`src/design/bfss_pkg.sv`:
```
`timescale 1ns / 1ps

package bfss_pkg;

    localparam int STORE_BYTES    = 4096;
    localparam int MAX_FIELD_BITS = 64;
    localparam int FIELD_W        = 64;
    localparam int STORE_BITS     = STORE_BYTES * 8;
    localparam int ADDR_W         = $clog2(STORE_BYTES);
    localparam int CUR_W          = $clog2(STORE_BITS + 1);
    localparam int START_W        = (CUR_W > 15) ? CUR_W : 15;
    localparam int SUM_W          = START_W + 1;
    localparam int MAX_BYTES      = (MAX_FIELD_BITS + 7 + 7) / 8;
    localparam int WIN_W          = MAX_BYTES * 8;
    localparam int NB_W           = $clog2(MAX_BYTES + 1);
    localparam int SH_W           = $clog2(WIN_W);

    typedef enum logic [2:0] {
        MODE_RD_CUR = 3'd0,
        MODE_WR_CUR = 3'd1,
        MODE_SKIP   = 3'd2,
        MODE_RD_ABS = 3'd3,
        MODE_WR_ABS = 3'd4
    } mode_t;

    typedef enum logic [2:0] {
        ST_CLEAR,
        ST_IDLE,
        ST_SETUP,
        ST_XFER,
        ST_OUT
    } state_t;

    typedef struct packed {
        logic              xfer;
        logic [NB_W-1:0]   nb;
        logic [ADDR_W-1:0] tail_byte;
    } setup_t;

    typedef struct packed {
        logic ready;
        logic load_item;
        logic setup;
        logic proc;
        logic load_out;
        logic clearing;
    } ctrl_t;

endpackage

```
`src/design/bfss_seq.sv`:
```
`timescale 1ns / 1ps

module bfss_seq (
    input  logic                        clk,
    input  logic                        rst_n,
    input  logic                        in_valid,
    input  logic                        out_busy,
    input  bfss_pkg::setup_t            info,
    output bfss_pkg::ctrl_t             ctrl,
    output logic                        rd_en,
    output logic [bfss_pkg::ADDR_W-1:0] rd_addr,
    output logic [bfss_pkg::ADDR_W-1:0] wr_addr
);
    import bfss_pkg::*;

    state_t            state_reg, state_next;
    logic [ADDR_W-1:0] clr_reg, clr_next;
    logic [ADDR_W-1:0] issue_addr_reg, issue_addr_next;
    logic [NB_W-1:0]   issue_left_reg, issue_left_next;
    logic [NB_W-1:0]   proc_left_reg, proc_left_next;
    logic              pend_reg, pend_next;
    logic [ADDR_W-1:0] pend_addr_reg, pend_addr_next;
    logic              clear_done;

    assign clear_done = (clr_reg == ADDR_W'(STORE_BYTES - 1));

    always_ff @(posedge clk or negedge rst_n)
    begin
        if (!rst_n)
        begin
            state_reg      <= ST_CLEAR;
            clr_reg        <= '0;
            issue_addr_reg <= '0;
            issue_left_reg <= '0;
            proc_left_reg  <= '0;
            pend_reg       <= 1'b0;
            pend_addr_reg  <= '0;
        end
        else
        begin
            state_reg      <= state_next;
            clr_reg        <= clr_next;
            issue_addr_reg <= issue_addr_next;
            issue_left_reg <= issue_left_next;
            proc_left_reg  <= proc_left_next;
            pend_reg       <= pend_next;
            pend_addr_reg  <= pend_addr_next;
        end
    end

    always_comb
    begin
        state_next = state_reg;
        unique case (state_reg)
            ST_CLEAR:
            begin
                if (clear_done)
                begin
                    state_next = ST_IDLE;
                end
            end
            ST_IDLE:
            begin
                if (in_valid)
                begin
                    state_next = ST_SETUP;
                end
            end
            ST_SETUP:
            begin
                state_next = info.xfer ? ST_XFER : ST_OUT;
            end
            ST_XFER:
            begin
                if (pend_reg && proc_left_reg == NB_W'(1))
                begin
                    state_next = ST_OUT;
                end
            end
            ST_OUT:
            begin
                if (!out_busy)
                begin
                    state_next = ST_IDLE;
                end
            end
            default:
            begin
                state_next = ST_IDLE;
            end
        endcase
    end

    // Reads are issued from the last byte down to the first; the data of a
    // read is merged in the cycle after it is issued, while the next read is issued.
    always_comb
    begin
        clr_next        = clr_reg;
        issue_addr_next = issue_addr_reg;
        issue_left_next = issue_left_reg;
        proc_left_next  = proc_left_reg;
        pend_next       = 1'b0;
        pend_addr_next  = pend_addr_reg;
        unique case (state_reg)
            ST_CLEAR:
            begin
                clr_next = clr_reg + ADDR_W'(1);
            end
            ST_SETUP:
            begin
                issue_addr_next = info.tail_byte;
                issue_left_next = info.nb;
                proc_left_next  = info.nb;
            end
            ST_XFER:
            begin
                if (issue_left_reg != '0)
                begin
                    issue_addr_next = issue_addr_reg - ADDR_W'(1);
                    issue_left_next = issue_left_reg - NB_W'(1);
                    pend_next       = 1'b1;
                    pend_addr_next  = issue_addr_reg;
                end
                if (pend_reg)
                begin
                    proc_left_next = proc_left_reg - NB_W'(1);
                end
            end
            default:
            begin
            end
        endcase
    end

    always_comb
    begin
        ctrl    = '0;
        rd_en   = 1'b0;
        rd_addr = issue_addr_reg;
        wr_addr = pend_addr_reg;
        unique case (state_reg)
            ST_CLEAR:
            begin
                ctrl.clearing = 1'b1;
                wr_addr       = clr_reg;
            end
            ST_IDLE:
            begin
                ctrl.ready     = 1'b1;
                ctrl.load_item = in_valid;
            end
            ST_SETUP:
            begin
                ctrl.setup = 1'b1;
            end
            ST_XFER:
            begin
                rd_en     = (issue_left_reg != '0);
                ctrl.proc = pend_reg;
            end
            ST_OUT:
            begin
                ctrl.load_out = !out_busy;
            end
            default:
            begin
            end
        endcase
    end

endmodule

```
`config.mk`:
```
export PLATFORM = sky130hd
export DESIGN_NAME = bfss_seq
export DESIGN_NICKNAME = d
export VERILOG_FILES = /design/src/design/bfss_pkg.sv /design/src/design/bfss_seq.sv
export SDC_FILE = /design/constraint.sdc
export NUM_CORES = 1
export LEC_CHECK = 0
export ABC_AREA = 1
export BUFFER_PORTS_ARGS = -buffer_cell sky130_fd_sc_hd__buf_4
export CORE_MARGIN = 1.5
export CORE_UTILIZATION = 38
export DETAILED_ROUTE_END_ITERATION = 12
export GPL_TIMING_DRIVEN = 0
export PLACE_DENSITY_LB_ADDON = 0.08
export SLEW_MARGIN = 20
export SYNTH_ARGS = -nofsm -noshare
export SYNTH_HDL_FRONTEND = slang
export SYNTH_SLANG_ARGS = --single-unit
```
`constraint.sdc`:
```
create_clock -name clk -period 1.9 [get_ports clk]
set_input_delay 0.38 -clock clk [delete_from_list [all_inputs] [get_ports clk]]
set_output_delay 0.38 -clock clk [all_outputs]
set_load 0.01 [all_outputs]
```
==> impl_metrics.env <==
export IMPL_status="finished clean"
export IMPL_dp_cells=521
export IMPL_syn_area_um2=2790
export IMPL_fillers=760
export IMPL_cp_end_kind="output port"
export IMPL_hold_class="in -> async"
export IMPL_setup_worst_path_start_class="register"
export IMPL_cts_hold_buf=0
export IMPL_register_area_um2=1200
export IMPL_finalWirelength_um=6520
export IMPL_max_vdd_ir_drop_mv=0.637
export IMPL_antenna_found_initial=0
export IMPL_leakagePower_nw=1.75
export IMPL_clock_sinks=48
export IMPL_drtIter0Drc=100
export IMPL_critPathMaxFanout=3
export IMPL_final_nets=461
export IMPL_coreArea_um2=7180
export IMPL_grt_pass1_vias=2343
export IMPL_cts_tree="built"
export IMPL_syn_to_final_growth_pct=25.9
export IMPL_hold_violations=0
export IMPL_overflow=0
export IMPL_finalWeightedCongestion=0.801
export IMPL_track_usage=0.179
export IMPL_grt_util_met3=0.0326
export IMPL_whs_ns=0.0809
export IMPL_post_dp_hpwl_um=4800
export IMPL_clock_tree_buffer_depth=2
export IMPL_tightestPinTransition_ns=0.636
export IMPL_syn_inst=371
export IMPL_finalCriticalPeriod_ns=1.83
export IMPL_grt_max_degree=49
export IMPL_cap_violations=0
export IMPL_viasPerCell=4.61
export IMPL_rrSetupSlack_ns=0.20
export IMPL_power_density_nw_per_um2=1660
export IMPL_max_freq_mhz=547
export IMPL_clk_pin_slew_worst_paths_ns=0.09
export IMPL_htreeDepth=2
export IMPL_start_util=0.389
export IMPL_seq_area_frac_synth=0.430
export IMPL_grtUsageMet1=0.249
export IMPL_setup_violations=0
export IMPL_pre_cts_slack_ns=-0.138
export IMPL_slew_headroom=0.576
export IMPL_rr_startpoint="issue_left_reg[0]"
export IMPL_drive_gt1_frac=0.243
export IMPL_met2_usage=0.290
export IMPL_drc=0
export IMPL_grt_pass1_wl_um=10900
export IMPL_drt_first_pass_iters=4
export IMPL_fin_cells=535
export IMPL_fin_crit_sh=0.963
export IMPL_rr_worst_depth=11
export IMPL_boundaryPins=52
export IMPL_fin_tns_setup_ns=0
export IMPL_fin_ws_ns=0.0710
export IMPL_yosys_register_bits=48
export IMPL_row_count=31
export IMPL_syn_nets=397
export IMPL_ys_types=33
export IMPL_fin_skew_ns=0.00400
export IMPL_multiInputGateArea_um2=1370
export IMPL_finalMaxSlewViolations=0
export IMPL_worst_ep_arrival_time_ns=1.45
export IMPL_grt_busiest_layer="met2"
export IMPL_crit_type="reg -> out"
export IMPL_insertedDiodeCount=0
export IMPL_ant_nets=0
export IMPL_worstSkewPairLatency_ns=0.30
export IMPL_num_vias=2465
export IMPL_reg2reg_to="rd_addr[1]"
export IMPL_cts_made_buffers=5
export IMPL_fp_dieW_um=88.7
export IMPL_ys_warnings_count=0
export IMPL_port_buffers=51
export IMPL_dieArea_um2=7870
export IMPL_die_y_um=88.7
export IMPL_postSynthAreaPerCell_um2=7.52
export IMPL_wl_per_cell_um=12.2
export IMPL_required_ns=1.52
export IMPL_cts_root_buf="clkbuf_8"
[how the worst max path moves through the flow]
stage	startpoint	to	slack, ns	cells past startpoint
6_report	issue_left_reg[0]	rd_en	0.07	8
5_1_grt	issue_left_reg[0]	rd_en	-0.002	8
4_1_cts	state_reg[0]	wr_addr[9]	-0.01	5
3_5_place_dp	issue_left_reg[0]	rd_en	-0.14	9
3_3_place_gp	issue_left_reg[0]	rd_en	-0.12	9
2_1_floorplan	issue_left_reg[0]	rd_en	0.23	8
[metal layers]
layer,up-vias,wire [µm]
met5,-,0
met4,0,56
met3,6,255
met2,40,2940
met1,1111,3270
li1,1308,-
[power by group]
group	switching [mW]	internal [mW]
Clock	0.371	0.390
Combinational	1.86	1.39
Sequential	0.372	1.45
[Yosys cell counts]
library cell / n / area [µm²]
nand2_1: 108 / 405
dfrtp_1: 48 / 1200
inv_1: 45 / 169
o21ai_0: 45 / 225
nor2_1: 36 / 135
nand3_1: 24 / 120
xor2_1: 8 / 70.1
nand4_1: 6 / 37.5
a21oi_1: 5 / 25.0
buf_2: 5 / 25.0
ha_1: 5 / 62.6
inv_2: 4 / 15.0
nor2_2: 4 / 25.0
a31oi_2: 2 / 25.0
buf_6: 2 / 22.5
nand2_2: 2 / 12.5
nand2_4: 2 / 22.5
nor3_1: 2 / 10.0
nor4_1: 2 / 12.5
o21ai_1: 2 / 10.0
xnor2_1: 2 / 17.5
a21oi_2: 1 / 8.76
a22o_1: 1 / 8.76
a31oi_1: 1 / 6.26
a31oi_4: 1 / 21.3
buf_12: 1 / 20.0
buf_4: 1 / 7.51
clkbuf_1: 1 / 3.75
nand2_8: 1 / 20.0
nor2_4: 1 / 11.3
nor2_8: 1 / 20.0
o211ai_1: 1 / 7.51
or2_2: 1 / 6.26
[timing repair]
item,4_1_cts,5_1_grt
pin swaps,1,3
gates resized for setup,8,20
hold endpoints to repair,0,0
setup endpoints to repair,13,16
buffers inserted,4,3
[per-stage QoR]
stage,utilization,cell area (µm²),power (mW)
after floorplan,-,2790,3.78
after global placement,0.459,3300,4.81
after detailed placement,0.459,3300,4.85
after CTS,0.481,3450,5.72
after global routing,0.489,3510,6.39
final,0.489,3510,5.84
[final cells by class]
type | instances | share of cell area
multi-input cells | 264 | 0.389
flip-flops and latches | 48 | 0.343
repair buffers | 58 | 0.124
inverters | 49 | 0.0524
well taps | 99 | 0.0353
plain buffers | 9 | 0.0249
clock buffers | 5 | 0.0196
clock inverters | 3 | 0.0121
[cells by family after synthesis]
logic type / after synthesis / synth area share
flops: 48 / 0.430
buf+inv: 59 / 0.0942
compound gates: 59 / 0.121
xor+xnor: 10 / 0.0314
fa+ha+maj: 5 / 0.0224
simple gates: 190 / 0.300
[cells in the final DEF (no fill, tap or decap), types with 2 or more instances in the layout]
| cell | instances |
|---|---|
| nand2_1 | 106 |
| buf_4 | 59 |
| dfrtp_1 | 46 |
| inv_1 | 43 |
| o21ai_0 | 37 |
| nor2_1 | 34 |
| nand3_1 | 24 |
| o21ai_1 | 8 |
| xor2_1 | 8 |
| inv_2 | 6 |
| nand4_1 | 6 |
| nor2_2 | 5 |
| a21oi_1 | 5 |
| clkbuf_8 | 5 |
| buf_6 | 4 |
| ha_1 | 4 |
| nand2_4 | 3 |
| nand2_2 | 3 |
| buf_2 | 3 |
| nor2_4 | 2 |
| o21ai_2 | 2 |
| nor4_1 | 2 |
| a31oi_2 | 2 |
| nor3_1 | 2 |
| xnor2_1 | 2 |
| dfrtp_2 | 2 |
[worst max-delay path, stage by stage (launching register included)]
cell     delay (ns)
dfrtp_1        0.40
inv_2          0.09
ha_4           0.14
inv_1          0.05
nor2_2         0.13
nand2_2        0.09
nand2_4        0.06
inv_1          0.05
buf_4          0.14
(Power assumes the default switching activity.)
